===== config.mk =====
export PLATFORM = sky130hd
export DESIGN_NAME = pwm_period_and_duty_setup_core
export DESIGN_NICKNAME = d
export VERILOG_FILES = /design/src/hdl/pwmps_pkg.sv /design/src/hdl/pwmps_div.sv /design/src/hdl/pwmps_dp.sv /design/src/hdl/pwmps_ctrl.sv /design/src/hdl/pwm_period_and_duty_setup_core.sv
export SDC_FILE = /design/constraint.sdc
export NUM_CORES = 2
export LEC_CHECK = 0
export ABC_AREA = 1
export BUFFER_PORTS_ARGS = -buffer_cell sky130_fd_sc_hd__buf_2
export CORE_UTILIZATION = 55
export DETAILED_ROUTE_END_ITERATION = 16
export GPL_TIMING_DRIVEN = 1
export MAX_ROUTING_LAYER = met4
export PLACE_DENSITY = 0.72
export SLEW_MARGIN = 20
export SYNTH_ARGS = -nofsm -noshare
export SYNTH_HDL_FRONTEND = slang
export SYNTH_SLANG_ARGS = --single-unit

===== constraint.sdc =====
create_clock -name i_clk -period 9.4 [get_ports i_clk]
set_input_delay 1.41 -clock i_clk [delete_from_list [all_inputs] [get_ports i_clk]]
set_output_delay 1.41 -clock i_clk [all_outputs]
set_load 0.05 [all_outputs]

===== src/hdl/pwmps_pkg.sv =====
// ----------------------------------------------------------------------------
// PWM period and duty setup: shared package
// Field widths, payload structs, operation and status codes, and the command
// and status groups that pass between the controller and the datapath.
// ----------------------------------------------------------------------------
`default_nettype none

package pwmps_pkg;

    localparam int UNITS_DEF         = 3;
    localparam int CHANNELS_DEF      = 4;
    localparam int BASE_CLOCK_DEF    = 16000000;

    localparam int DIV_DW            = 31;
    localparam int DIV_VW            = 25;

    localparam logic [4:0]  RES_RESET       = 5'd8;
    localparam logic [4:0]  RES_MIN         = 5'd1;
    localparam logic [4:0]  RES_MAX         = 5'd16;
    localparam logic [23:0] DEFAULT_FREQ_HZ = 24'd500;
    localparam logic [23:0] BAND_TOP        = 24'd512;
    localparam logic [23:0] FREQ_FLOOR      = 24'd4;
    localparam logic [15:0] INVERT_FLAG     = 16'h8000;

    typedef enum logic [1:0] {
        ACT_SET_FREQ   = 2'd0,
        ACT_WRITE_DUTY = 2'd1,
        ACT_RELEASE    = 2'd2
    } t_action;

    typedef enum logic [1:0] {
        ST_DONE       = 2'd0,
        ST_BAD_UNIT   = 2'd1,
        ST_NO_CHANNEL = 2'd2,
        ST_UNCHANGED  = 2'd3
    } t_status;

    typedef enum logic [1:0] {
        DIV_MAX  = 2'd0,
        DIV_TOP  = 2'd1,
        DIV_DUTY = 2'd2
    } t_div_sel;

    typedef struct packed {
        logic [1:0]  action;
        logic [1:0]  unit_index;
        logic [23:0] frequency_hz;
        logic [5:0]  pin_number;
        logic [15:0] duty_value;
    } t_item;

    typedef struct packed {
        logic [1:0]  status;
        logic [2:0]  prescale_shift;
        logic [14:0] top_count;
        logic [23:0] applied_frequency;
        logic [1:0]  channel_slot;
        logic [15:0] compare_word;
    } t_result;

    typedef struct packed {
        logic     load;
        logic     load_req;
        logic     load_default;
        logic     clear_unit;
        logic     band;
        logic     commit;
        logic     mul;
        logic     claim;
        logic     finish;
        logic     status_we;
        t_status  status_code;
        logic     div_start;
        t_div_sel div_sel;
    } t_cmd;

    typedef struct packed {
        logic [1:0] action;
        logic       act_known;
        logic       unit_bad;
        logic       freq_same;
        logic       freq_unset;
        logic       req_high;
        logic       found;
        logic       div_done;
    } t_dp_status;

endpackage

`default_nettype wire


===== src/hdl/pwmps_div.sv =====
// ----------------------------------------------------------------------------
// PWM period and duty setup: shared divider
// Restoring radix-2 divider, one quotient bit per cycle. The quotient stays
// on its output after the done pulse until the next start.
// ----------------------------------------------------------------------------
`default_nettype none

module pwmps_div import pwmps_pkg::*; #(
    parameter int DW = DIV_DW,
    parameter int VW = DIV_VW
) (
    input  wire logic          i_clk,
    input  wire logic          i_rst_n,
    input  wire logic          i_start,
    input  wire logic [DW-1:0] i_dividend,
    input  wire logic [VW-1:0] i_divisor,
    output logic      [DW-1:0] o_quotient,
    output logic               o_done
);

    localparam int CW = $clog2(DW + 1);

    logic          r_busy, n_busy;
    logic          r_done, n_done;
    logic [CW-1:0] r_cnt, n_cnt;
    logic [DW-1:0] r_quo, n_quo;
    logic [VW:0]   r_rem, n_rem;
    logic [VW-1:0] r_dvs, n_dvs;
    logic [VW:0]   rem_sh;
    logic          ge;

    always_comb begin
        rem_sh = {r_rem[VW-1:0], r_quo[DW-1]};
        ge     = rem_sh >= {1'b0, r_dvs};
        n_busy = r_busy;
        n_done = 1'b0;
        n_cnt  = r_cnt;
        n_quo  = r_quo;
        n_rem  = r_rem;
        n_dvs  = r_dvs;
        if (i_start) begin
            n_busy = 1'b1;
            n_cnt  = CW'(DW);
            n_quo  = i_dividend;
            n_rem  = '0;
            n_dvs  = i_divisor;
        end else if (r_busy) begin
            n_rem = ge ? (rem_sh - {1'b0, r_dvs}) : rem_sh;
            n_quo = {r_quo[DW-2:0], ge};
            n_cnt = r_cnt - CW'(1);
            if (r_cnt == CW'(1)) begin
                n_busy = 1'b0;
                n_done = 1'b1;
            end
        end
    end

    always_ff @(posedge i_clk) begin
        if (!i_rst_n) begin
            r_busy <= 1'b0;
            r_done <= 1'b0;
            r_cnt  <= '0;
        end else begin
            r_busy <= n_busy;
            r_done <= n_done;
            r_cnt  <= n_cnt;
        end
    end

    always_ff @(posedge i_clk) begin
        r_quo <= n_quo;
        r_rem <= n_rem;
        r_dvs <= n_dvs;
    end

    assign o_quotient = r_quo;
    assign o_done     = r_done;

endmodule

`default_nettype wire


===== src/hdl/pwmps_dp.sv =====
// ----------------------------------------------------------------------------
// PWM period and duty setup: datapath
// Holds the unit and slot registers, the item being worked on, the resolution
// register and the result register, and carries out the controller's commands.
// ----------------------------------------------------------------------------
`default_nettype none

module pwmps_dp import pwmps_pkg::*; #(
    parameter int UNITS             = UNITS_DEF,
    parameter int CHANNELS_PER_UNIT = CHANNELS_DEF,
    parameter int BASE_CLOCK_HZ     = BASE_CLOCK_DEF
) (
    input  wire logic       i_clk,
    input  wire logic       i_rst_n,
    input  wire t_item      i_item,
    input  wire logic       i_cfg_valid,
    output logic            o_cfg_ready,
    input  wire logic [4:0] i_cfg_data,
    input  wire t_cmd       i_cmd,
    output t_dp_status      o_status,
    output logic            o_result_valid,
    output t_result         o_result
);

    localparam int UIW = (UNITS > 1) ? $clog2(UNITS) : 1;
    localparam int CIW = (CHANNELS_PER_UNIT > 1) ? $clog2(CHANNELS_PER_UNIT) : 1;

    logic [23:0] r_freq [UNITS];
    logic [2:0]  r_pre  [UNITS];
    logic [14:0] r_top  [UNITS];
    logic        r_used [UNITS][CHANNELS_PER_UNIT];
    logic [5:0]  r_pin  [UNITS][CHANNELS_PER_UNIT];

    t_item       r_item;
    logic [4:0]  r_res;
    logic [23:0] r_f;
    logic [2:0]  r_p;
    logic [30:0] r_prod;
    logic        r_found;
    logic [CIW-1:0] r_slot;
    logic        r_claimed;
    logic [15:0] r_cmp;
    t_status     r_stat;
    logic        r_valid;
    t_result     r_result;
    t_result     n_result;

    logic [UIW-1:0]    u;
    logic [23:0]       cur_freq;
    logic [2:0]        cur_pre;
    logic [14:0]       cur_top;
    logic [4:0]        res_eff;
    logic [15:0]       fs;
    logic [23:0]       band_f;
    logic [2:0]        band_p;
    logic [DIV_VW-1:0] top_dvs;
    logic [DIV_DW-1:0] div_dividend;
    logic [DIV_VW-1:0] div_divisor;
    logic [DIV_DW-1:0] quo;
    logic              div_done;
    logic [30:0]       prod_w;
    logic              hit_found;
    logic [CIW-1:0]    hit_idx;
    logic [14:0]       duty_cl;
    logic              act_known;
    logic              unit_bad;

    assign u         = r_item.unit_index[UIW-1:0];
    assign unit_bad  = {1'b0, r_item.unit_index} >= 3'(UNITS);
    assign act_known = (r_item.action == ACT_SET_FREQ) || (r_item.action == ACT_WRITE_DUTY) ||
                       (r_item.action == ACT_RELEASE);
    assign cur_freq  = r_freq[u];
    assign cur_pre   = r_pre[u];
    assign cur_top   = r_top[u];

    assign res_eff = (r_res < RES_MIN) ? RES_MIN : ((r_res > RES_MAX) ? RES_MAX : r_res);
    assign fs      = 16'((17'd1 << res_eff) - 17'd1);

    always_comb begin
        band_f = r_f;
        band_p = 3'd7;
        priority if (r_f > BAND_TOP) begin
            band_p = 3'd0;
            band_f = (r_f > quo[23:0]) ? quo[23:0] : r_f;
        end else if (r_f > (BAND_TOP >> 1)) begin
            band_p = 3'd1;
        end else if (r_f > (BAND_TOP >> 2)) begin
            band_p = 3'd2;
        end else if (r_f > (BAND_TOP >> 3)) begin
            band_p = 3'd3;
        end else if (r_f > (BAND_TOP >> 4)) begin
            band_p = 3'd4;
        end else if (r_f > (BAND_TOP >> 5)) begin
            band_p = 3'd5;
        end else if (r_f > (BAND_TOP >> 6)) begin
            band_p = 3'd6;
        end else begin
            band_p = 3'd7;
            band_f = (r_f < FREQ_FLOOR) ? FREQ_FLOOR : r_f;
        end
    end

    assign top_dvs = DIV_VW'(band_f) << band_p;

    always_comb begin
        unique case (i_cmd.div_sel)
            DIV_MAX: begin
                div_dividend = DIV_DW'(BASE_CLOCK_HZ);
                div_divisor  = DIV_VW'(fs);
            end
            DIV_TOP: begin
                div_dividend = DIV_DW'(BASE_CLOCK_HZ);
                div_divisor  = top_dvs;
            end
            DIV_DUTY: begin
                div_dividend = r_prod;
                div_divisor  = DIV_VW'(fs);
            end
            default: begin
                div_dividend = DIV_DW'(BASE_CLOCK_HZ);
                div_divisor  = DIV_VW'(fs);
            end
        endcase
    end

    pwmps_div #(
        .DW (DIV_DW),
        .VW (DIV_VW)
    ) u_div (
        .i_clk      (i_clk),
        .i_rst_n    (i_rst_n),
        .i_start    (i_cmd.div_start),
        .i_dividend (div_dividend),
        .i_divisor  (div_divisor),
        .o_quotient (quo),
        .o_done     (div_done)
    );

    assign prod_w = 31'(cur_top) * 31'(r_item.duty_value);

    always_comb begin
        hit_found = 1'b0;
        hit_idx   = '0;
        for (int c = CHANNELS_PER_UNIT - 1; c >= 0; c--) begin
            if (!r_used[u][c] || (r_pin[u][c] == r_item.pin_number)) begin
                hit_found = 1'b1;
                hit_idx   = CIW'(c);
            end
        end
    end

    assign duty_cl = (quo > DIV_DW'(cur_top)) ? cur_top : quo[14:0];

    always_comb begin
        n_result        = '0;
        n_result.status = r_stat;
        if (act_known && !unit_bad) begin
            n_result.prescale_shift    = cur_pre;
            n_result.top_count         = cur_top;
            n_result.applied_frequency = cur_freq;
            n_result.channel_slot      = r_claimed ? 2'(r_slot) : 2'd0;
            n_result.compare_word      = r_cmp;
        end
    end

    always_ff @(posedge i_clk) begin
        if (!i_rst_n) begin
            for (int i = 0; i < UNITS; i++) begin
                r_freq[i] <= '0;
                r_pre[i]  <= '0;
                r_top[i]  <= '0;
                for (int c = 0; c < CHANNELS_PER_UNIT; c++) begin
                    r_used[i][c] <= 1'b0;
                end
            end
        end else begin
            if (i_cmd.clear_unit) begin
                r_freq[u] <= '0;
                r_top[u]  <= '0;
            end
            if (i_cmd.commit) begin
                r_freq[u] <= r_f;
                r_pre[u]  <= r_p;
                r_top[u]  <= quo[14:0];
            end
            if (i_cmd.claim) begin
                r_used[u][r_slot] <= 1'b1;
            end
        end
    end

    always_ff @(posedge i_clk) begin
        if (i_cmd.claim) begin
            r_pin[u][r_slot] <= r_item.pin_number;
        end
    end

    always_ff @(posedge i_clk) begin
        if (!i_rst_n) begin
            r_res     <= RES_RESET;
            r_valid   <= 1'b0;
            r_claimed <= 1'b0;
            r_stat    <= ST_DONE;
        end else begin
            if (i_cfg_valid) begin
                r_res <= i_cfg_data;
            end
            r_valid <= i_cmd.finish;
            if (i_cmd.load) begin
                r_claimed <= 1'b0;
                r_stat    <= ST_DONE;
            end
            if (i_cmd.claim) begin
                r_claimed <= 1'b1;
            end
            if (i_cmd.status_we) begin
                r_stat <= i_cmd.status_code;
            end
        end
    end

    always_ff @(posedge i_clk) begin
        if (i_cmd.load) begin
            r_item <= i_item;
            r_cmp  <= '0;
        end
        if (i_cmd.load_req) begin
            r_f <= r_item.frequency_hz;
        end
        if (i_cmd.load_default) begin
            r_f <= DEFAULT_FREQ_HZ;
        end
        if (i_cmd.band) begin
            r_f <= band_f;
            r_p <= band_p;
        end
        if (i_cmd.mul) begin
            r_prod  <= prod_w;
            r_found <= hit_found;
            r_slot  <= hit_idx;
        end
        if (i_cmd.claim) begin
            r_cmp <= INVERT_FLAG | {1'b0, duty_cl};
        end
        if (i_cmd.finish) begin
            r_result <= n_result;
        end
    end

    always_comb begin
        o_status            = '0;
        o_status.action     = r_item.action;
        o_status.act_known  = act_known;
        o_status.unit_bad   = unit_bad;
        o_status.freq_same  = r_item.frequency_hz == cur_freq;
        o_status.freq_unset = cur_freq == '0;
        o_status.req_high   = r_item.frequency_hz > BAND_TOP;
        o_status.found      = r_found;
        o_status.div_done   = div_done;
    end

    assign o_cfg_ready    = 1'b1;
    assign o_result_valid = r_valid;
    assign o_result       = r_result;

endmodule

`default_nettype wire


===== src/hdl/pwmps_ctrl.sv =====
// ----------------------------------------------------------------------------
// PWM period and duty setup: controller
// Sequences one item at a time through decode, the divisions, the duty
// product, the slot claim and the result, by commands to the datapath.
// ----------------------------------------------------------------------------
`default_nettype none

module pwmps_ctrl import pwmps_pkg::*; (
    input  wire logic       i_clk,
    input  wire logic       i_rst_n,
    input  wire logic       start,
    output logic            busy,
    input  wire t_dp_status i_status,
    output t_cmd            o_cmd
);

    typedef enum logic [8:0] {
        S_IDLE    = 9'b000000001,
        S_DECODE  = 9'b000000010,
        S_MAXDIV  = 9'b000000100,
        S_BAND    = 9'b000001000,
        S_TOPDIV  = 9'b000010000,
        S_MUL     = 9'b000100000,
        S_SLOT    = 9'b001000000,
        S_DUTYDIV = 9'b010000000,
        S_DONE    = 9'b100000000
    } t_state;

    t_state r_state, n_state;

    always_comb begin
        n_state = r_state;
        o_cmd   = '0;
        unique case (r_state)
            S_IDLE: begin
                if (start) begin
                    o_cmd.load = 1'b1;
                    n_state    = S_DECODE;
                end
            end
            S_DECODE: begin
                priority if (!i_status.act_known) begin
                    n_state = S_DONE;
                end else if (i_status.unit_bad) begin
                    o_cmd.status_we   = 1'b1;
                    o_cmd.status_code = ST_BAD_UNIT;
                    n_state           = S_DONE;
                end else if (i_status.action == ACT_SET_FREQ) begin
                    if (i_status.freq_same) begin
                        o_cmd.status_we   = 1'b1;
                        o_cmd.status_code = ST_UNCHANGED;
                        n_state           = S_DONE;
                    end else begin
                        o_cmd.load_req = 1'b1;
                        if (i_status.req_high) begin
                            o_cmd.div_start = 1'b1;
                            o_cmd.div_sel   = DIV_MAX;
                            n_state         = S_MAXDIV;
                        end else begin
                            n_state = S_BAND;
                        end
                    end
                end else if (i_status.action == ACT_WRITE_DUTY) begin
                    if (i_status.freq_unset) begin
                        o_cmd.load_default = 1'b1;
                        n_state            = S_BAND;
                    end else begin
                        n_state = S_MUL;
                    end
                end else begin
                    o_cmd.clear_unit = 1'b1;
                    n_state          = S_DONE;
                end
            end
            S_MAXDIV: begin
                if (i_status.div_done) begin
                    n_state = S_BAND;
                end
            end
            S_BAND: begin
                o_cmd.band      = 1'b1;
                o_cmd.div_start = 1'b1;
                o_cmd.div_sel   = DIV_TOP;
                n_state         = S_TOPDIV;
            end
            S_TOPDIV: begin
                if (i_status.div_done) begin
                    o_cmd.commit = 1'b1;
                    n_state = (i_status.action == ACT_WRITE_DUTY) ? S_MUL : S_DONE;
                end
            end
            S_MUL: begin
                o_cmd.mul = 1'b1;
                n_state   = S_SLOT;
            end
            S_SLOT: begin
                if (i_status.found) begin
                    o_cmd.div_start = 1'b1;
                    o_cmd.div_sel   = DIV_DUTY;
                    n_state         = S_DUTYDIV;
                end else begin
                    o_cmd.status_we   = 1'b1;
                    o_cmd.status_code = ST_NO_CHANNEL;
                    n_state           = S_DONE;
                end
            end
            S_DUTYDIV: begin
                if (i_status.div_done) begin
                    o_cmd.claim = 1'b1;
                    n_state     = S_DONE;
                end
            end
            S_DONE: begin
                o_cmd.finish = 1'b1;
                n_state      = S_IDLE;
            end
            default: begin
                n_state = S_IDLE;
            end
        endcase
    end

    always_ff @(posedge i_clk) begin
        if (!i_rst_n) begin
            r_state <= S_IDLE;
        end else begin
            r_state <= n_state;
        end
    end

    assign busy = r_state != S_IDLE;

    a_accept_decodes: assert property (@(posedge i_clk) disable iff (!i_rst_n)
        (start && !busy) |=> (r_state == S_DECODE))
        else $error("Accepted beat did not move the controller to decode.");

    a_done_in_div_wait: assert property (@(posedge i_clk) disable iff (!i_rst_n)
        i_status.div_done |-> ((r_state == S_MAXDIV) || (r_state == S_TOPDIV) ||
                               (r_state == S_DUTYDIV)))
        else $error("Divider finished outside a division wait state.");

    a_idle_no_div: assert property (@(posedge i_clk) disable iff (!i_rst_n)
        !busy |-> !o_cmd.div_start)
        else $error("Division started while the controller was idle.");

    a_finish_returns_idle: assert property (@(posedge i_clk) disable iff (!i_rst_n)
        o_cmd.finish |=> (!busy && !o_cmd.finish))
        else $error("Result was not followed by a return to idle.");

endmodule

`default_nettype wire


===== src/hdl/pwm_period_and_duty_setup_core.sv =====
// ----------------------------------------------------------------------------
// PWM period and duty setup core
// Sets prescaler, counter top and frequency of the PWM units and scales duty
// values into compare words for the units' channel slots.
//
//   Channel   Signals                          Beat taken when
//   item      start, busy, i_item              start high and busy low
//   result    o_result_valid, o_result         o_result_valid high
//   config    i_cfg_valid, o_cfg_ready,        i_cfg_valid and o_cfg_ready
//             i_cfg_data
//
// One item at a time; the next item can be taken at the same edge as the
// result of the last. Release, a bad unit, an unused action and an unchanged
// frequency go from decode straight to the result and use no division. Each
// division uses the shared divider; two are needed above the top band or when
// a duty write must first set the default frequency, otherwise at most one.
// A synchronous reset clears all units and slots; results cannot be held off.
// ----------------------------------------------------------------------------
`default_nettype none

module pwm_period_and_duty_setup_core import pwmps_pkg::*; #(
    parameter int UNITS             = UNITS_DEF,
    parameter int CHANNELS_PER_UNIT = CHANNELS_DEF,
    parameter int BASE_CLOCK_HZ     = BASE_CLOCK_DEF
) (
    input  wire logic       i_clk,
    input  wire logic       i_rst_n,
    input  wire logic       start,
    output logic            busy,
    input  wire t_item      i_item,
    output logic            o_result_valid,
    output t_result         o_result,
    input  wire logic       i_cfg_valid,
    output logic            o_cfg_ready,
    input  wire logic [4:0] i_cfg_data
);

    t_cmd       cmd;
    t_dp_status dp_status;

    pwmps_ctrl u_ctrl (
        .i_clk    (i_clk),
        .i_rst_n  (i_rst_n),
        .start    (start),
        .busy     (busy),
        .i_status (dp_status),
        .o_cmd    (cmd)
    );

    pwmps_dp #(
        .UNITS             (UNITS),
        .CHANNELS_PER_UNIT (CHANNELS_PER_UNIT),
        .BASE_CLOCK_HZ     (BASE_CLOCK_HZ)
    ) u_dp (
        .i_clk          (i_clk),
        .i_rst_n        (i_rst_n),
        .i_item         (i_item),
        .i_cfg_valid    (i_cfg_valid),
        .o_cfg_ready    (o_cfg_ready),
        .i_cfg_data     (i_cfg_data),
        .i_cmd          (cmd),
        .o_status       (dp_status),
        .o_result_valid (o_result_valid),
        .o_result       (o_result)
    );

endmodule

`default_nettype wire


# Word level (Yosys, flattened, before mapping)
# Memories as Yosys holds them, arrays and structs flattened. A register that Yosys moved wholly into a read port is not among the register bits.
# Index checks and enable logic that the tools add are counted.
dict set report op_classes {
  order_cmp 17
  n_reduce_logical 29
  shifts 2
  add_sub_neg 3
  n_mul 1
  n_bitwise 5
  n_eq_ne 24
  muxes 118
}
# cell n
set ops {}
lappend ops {{$mux 24} 15}
lappend ops {{$mux 9} 11}
lappend ops {{$mux 31} 3}
lappend ops {{$mux 15} 5}
lappend ops {{$pmux 9 s8} 1}
lappend ops {{$mux 3} 17}
lappend ops {{$gt 24x10->1 const B} 2}
lappend ops {{$mux 1} 35}
lappend ops {{$gt 31x15->1} 1}
lappend ops {{$mul 15x16->31} 1}
lappend ops {{$ge 26x25->1} 1}
lappend ops {{$mux 2} 13}
lappend ops {{$mux 25} 1}
lappend ops {{$shl 24x3->25} 1}
lappend ops {{$sub 25x25->25} 1}
lappend ops {{$eq 24x24->1} 1}
lappend ops {{$eq 6x6->1} 4}
lappend ops {{$gt 24x24->1} 1}
lappend ops {{$gt 24x4->1 const B} 1}
lappend ops {{$gt 24x5->1 const B} 1}
lappend ops {{$gt 24x6->1 const B} 1}
lappend ops {{$gt 24x7->1 const B} 1}
lappend ops {{$gt 24x8->1 const B} 1}
lappend ops {{$gt 24x9->1 const B} 1}
lappend ops {{other kinds (49)} 79}
dict set report word_totals {
  word_cells 234
  memories 5
  reg_bits 292
  ramBits 210
  out_inout_bits 65
  inputBits 59
}
# memory depth word_bits read_ports rd_clocked_by_memory_dff wr line_no
set memory_table {}
lappend memory_table {u_dp.r_freq 3 24 1 1 3 pwmps_dp.sv:28} ;# logic [23:0] r_freq [UNITS];
lappend memory_table {u_dp.r_pin 3 24 1 1 1 pwmps_dp.sv:32} ;# logic [5:0] r_pin [UNITS][CHANNELS_PER_UNIT];
lappend memory_table {u_dp.r_top 3 15 1 1 3 pwmps_dp.sv:30} ;# logic [14:0] r_top [UNITS];
lappend memory_table {u_dp.r_used 3 4 1 1 3 pwmps_dp.sv:31} ;# logic r_used [UNITS][CHANNELS_PER_UNIT];
lappend memory_table {u_dp.r_pre 3 3 1 1 3 pwmps_dp.sv:29} ;# logic [2:0] r_pre [UNITS];

# Longest topological paths before layout
dict set report depth {
  word_depth 13
  depth_mapped 32
  depth_no_buf 27
}

# Modules after synthesis
# A second synthesis with hierarchy kept.
dict set report hier_totals {
  hier_cells 3895
  area_unflattened_um2 35252.6
}
# mod seq_area_each_um2 cells_each instances area_each_um2
set by_module_without_submodules {}
lappend by_module_without_submodules {pwmps_dp 13472.9 2977 1 28837.7}
lappend by_module_without_submodules {pwmps_div 2322.2 787 1 5645.4}
lappend by_module_without_submodules {pwmps_ctrl 180.2 131 1 769.5}

# Worst setup path after synthesis
# OpenSTA, ideal clock, no wires.
dict set report synth_timing {
  kind {reg2reg}
  from {reg (tool-made name)}
  to {reg u_dp.r_prod[27], data pin}
  arrival_ns 6.615
  stages_incl_launch_ff 33
  setup_slack_ns 2.522
  synth_period_minus_slack_ns 6.878
  setup_ns 0.262
  t_required_ns 9.138
  path_buffers 6
  cell_sequence {dfxtp_1 > buf_2 > inv_2 > buf_2 > buf_2 > buf_2 > buf_2 > nand3_1 > nand2_1 > buf_2 > nor2_1 > fa_1 > inv_1 > fa_1 > inv_1 > fa_1 > inv_1 > fa_1 > inv_1 > fa_1 > inv_1 > fa_1 > inv_1 > ha_1 > nand2_1 > nand2_1 > a21boi_0 > nand3_1 > a21oi_1 > o21bai_1 > a21oi_1 > o21bai_1 > xor2_1}
}
# element line_no
set synth_lines {}
lappend synth_lines {{end signal, assigned} pwmps_dp.sv:238} ;# r_prod <= prod_w;
lappend synth_lines {{end, declared} pwmps_dp.sv:38} ;# logic [30:0] r_prod;

==> qor.csv <==
stage,metric,value,unit
worst_hold_path,cell count of the worst hold path,0,
grt,Overflow after GRT,0,
cells_and_area,register area,16000,um2
worst_setup_path,critical path arrival,8.36,ns
timing,setup ws final,1.40,ns
timing,"Hold Vio Cnt, Final",0,
floorplanning,Die Area,62900,um2
route,Pre-antenna DRT Iters,6,
logic_synthesis,synth unique cells,50,
logic_synthesis,asr flop ratio synth,0,
clock_network,cts repair resizes,0,
clock_network,postcts setup bufs,0,
logic_synthesis,ys flop type,edfxtp_1,
route,post-route ant nets,0,
clock_network,Clock Tree Root,clkbuf_16,
route,initial DRC count,2814,
cells_and_area,Final Cell Area,37400,um2
grt,initial antenna violation count,0,
clock_network,clk buf depth,3,
clock_network,Worst-Skew Late Latency,0.64,ns
route,drt via density,5.70,
worst_setup_path,maximum fanout along the worst path,49,
logic_synthesis,"EDFF count, synth",497,
cells_and_area,Area Growth Syn to Fin,9.71,%
route,total number of vias,26300,
timing,clk_skew,0.0338,ns
clock_network,number of buffers created by CTS,59,
logic_synthesis,Syn Inst Count,3698,
timing,Worst Tran Pin Value,1.13,ns
placed_design,DPL Wire Length,67800,um
worst_setup_path,CP Class,reg2reg,
worst_hold_path,Hold WC Path Type,reg2reg,
logic_synthesis,"Seq/Total Area, Yosys",0.470,
clock_network,Clock transition at path regs,0.06,ns
logic_synthesis,Mapped Area,34100,um2
route,routed len/inst,20.4,um
cells_and_area,Nets,4186,
route,Post-route DRC,0,
placed_design,port bufs,122,
worst_setup_path,CP max-delay cell,clkinv_2,
floorplanning,Core Footprint,60800,um2
logic_synthesis,#FFs+latches synth,551,
timing,final setup fails,0,
worst_setup_path,CP endpoint kind,flip-flop,
worst_setup_path,CP Data Required Time,9.76,ns
placed_design,routability-driven placement congestion ratio,1.04,
floorplanning,Rows,90,
timing,crit path time final,8.00,ns
grt,first-pass GRT wire length,145000,um
logic_synthesis,syn avg cell area,9.21,um2
route,Post-Route WL,93900,um
placed_design,placed cell areas,35400,um2
timing,Setup TNS,0,ns
cells_and_area,area of the multi-input gates,15500,um2
clock_network,cts hold-fix bufs,0,
timing,fin crit share,0.851,
timing,final count of pins violating max slew,0,
clock_network,H-tree Lvls,2,
worst_setup_path,Worst path max stage delay,0.70,ns
cells_and_area,layout cell share with drive strength beyond 1,0.0715,
grt,vias in the first global route,25500,
worst_setup_path,Startpoint Class,flip-flop,
floorplanning,Die H,251,um
cells_and_area,fill count,5179,
timing,relative slew slack,0.245,
clock_network,CTS tree,done,
clock_network,CTS sink cnt,551,
job,Max Cap Viol,0,
timing,unrepaired setup endpoints after global routing,no,
worst_setup_path,R2R depth,27,
grt,largest net degree at the start of global routing,74,
placed_design,pre-CTS setup slack,1.45,ns
grt,total global-route track usage,0.310,
floorplanning,IO Pins,124,
floorplanning,Die X-Extent,251,um
timing,Fin Hold WS,0.461,ns
status,status,completed,
floorplanning,initial core utilization,0.560,
logic_synthesis,synth warn,0,
timing,Fmax,125,MHz
metal layers:
layer	global-route usage	wire [um]	up-vias
met4	0.128	4080	0
li1	-	-	12300
met2	0.475	42600	1290
met3	0.0496	8930	222
met1	0.414	38300	12500
met5	-	0	-
sequential cells by signal (all words and copies together) (netlist names), 2 cells and up, named ones only:
name / count
u_dp.r_prod: 31
u_dp.r_stat: 2
u_dp.r_pin: 72
u_dp.o_status: 2
u_dp.u: 2
u_dp.u_div.r_dvs: 25
u_dp.r_item: 46
u_dp.r_f: 24
u_dp.o_result: 62
u_dp.u_div.r_cnt: 5
u_dp.r_res: 5
u_dp.r_used: 16
u_dp.r_freq: 96
u_dp.r_cmp: 16
u_dp.r_slot: 2
u_dp.u_div.o_quotient: 31
u_ctrl.r_state: 9
u_dp.r_top: 60
u_dp.u_div.r_rem: 25
u_dp.r_p: 3
u_dp.r_pre: 10
critical path, delay by kind of cell (launching register included):
kind	cells	cell delay (ns)
adders and majority gates	7	3.41
and+or+nand+nor	7	1.44
buffers and inverters	7	1.01
AOI/OAI and AO/OA	5	0.99
DFF	1	0.66
xor gates and xnor gates	1	0.14
per-stage QoR:
| step | utilization | instances |
|---|---|---|
| 3_5_place_dp | 0.582 | 4505 |
| 3_3_place_gp | 0.582 | 4505 |
| 5_1_grt | 0.614 | 4612 |
| 6_report | 0.615 | 4613 |
| 2_1_floorplan | - | 3699 |
| 4_1_cts | 0.614 | 4612 |
Yosys cell counts, types with 2 or more instances:
cell type / instances / share of area
a22oi_1: 5 / 0.0011
conb_1: 2 / 0.00022
o21ai_2: 2 / 0.00051
nand2_1: 695 / 0.077
xor2_1: 78 / 0.020
nor2_1: 585 / 0.064
buf_6: 3 / 0.00099
o211ai_1: 19 / 0.0042
edfxtp_1: 497 / 0.44
nand3b_1: 4 / 0.00088
or2_2: 5 / 0.00092
a211oi_1: 3 / 0.00066
o31ai_1: 4 / 0.00088
clkinv_1: 12 / 0.0013
clkbuf_1: 57 / 0.0063
o22ai_1: 17 / 0.0031
a21oi_1: 141 / 0.021
ha_1: 162 / 0.060
fa_1: 181 / 0.11
inv_1: 520 / 0.057
nand3_2: 2 / 0.00059
buf_2: 41 / 0.0060
a21o_1: 6 / 0.0013
nand2_2: 3 / 0.00055
a22o_1: 2 / 0.00051
dfxtp_1: 54 / 0.032
o21bai_1: 11 / 0.0024
nor4_1: 21 / 0.0039
buf_1: 21 / 0.0023
inv_2: 6 / 0.00066
a21boi_0: 5 / 0.0011
and2_1: 2 / 0.00037
nand3_1: 264 / 0.039
buf_4: 6 / 0.0013
nand4_1: 42 / 0.0077
o21ai_1: 26 / 0.0038
o21a_1: 2 / 0.00044
o21ai_0: 127 / 0.019
xnor2_1: 23 / 0.0059
a31o_2: 2 / 0.00051
nor3_1: 27 / 0.0040
a31oi_1: 5 / 0.00092
worst paths after layout:
check                                                  from                           to  slack [ns]
worst max-delay path                              flip-flop    u_dp.r_prod[27]$_DFFE_PP_        1.40
worst min-delay path            u_dp.r_stat[1]$_SDFFE_PN0P_  u_dp.o_result[61]$_DFFE_PP_        0.46
worst max register to register                    flip-flop    u_dp.r_prod[27]$_DFFE_PP_        1.40
worst min register to register  u_dp.r_stat[1]$_SDFFE_PN0P_  u_dp.o_result[61]$_DFFE_PP_        0.46
cell families after synthesis:
logic type	share of synthesized area
flops	0.470
fa+ha+maj	0.166
xor+xnor	0.0260
compound gates	0.0620
simple gates	0.200
buf+inv	0.0762
other cells	0.000221
cell type report:
class / count / area share
diodes: 1 / 0.0000670
clock buffers: 72 / 0.0414
clock inverters: 35 / 0.0119
inverters: 538 / 0.0541
multi-input cells: 2482 / 0.416
flip-flops and latches: 551 / 0.428
well taps: 782 / 0.0262
repair buffers: 152 / 0.0224
placed cells by master (no fill, tap or decap), types with 26 or more instances in the layout:
cell type	synthesis	layout
a21oi_1	141	141
clkbuf_16	0	59
edfxtp_1	497	497
ha_1	162	162
o21ai_0	127	124
inv_1	520	517
xor2_1	78	78
nand3_1	264	264
nor2_1	585	583
nand2_1	695	693
nand4_1	42	42
dfxtp_1	54	52
buf_4	6	30
fa_1	181	181
buf_2	41	122
o21ai_1	26	26
Power is not shown: default switching activity piles up to over one toggle a cycle in this logic, so the estimate is an artifact.
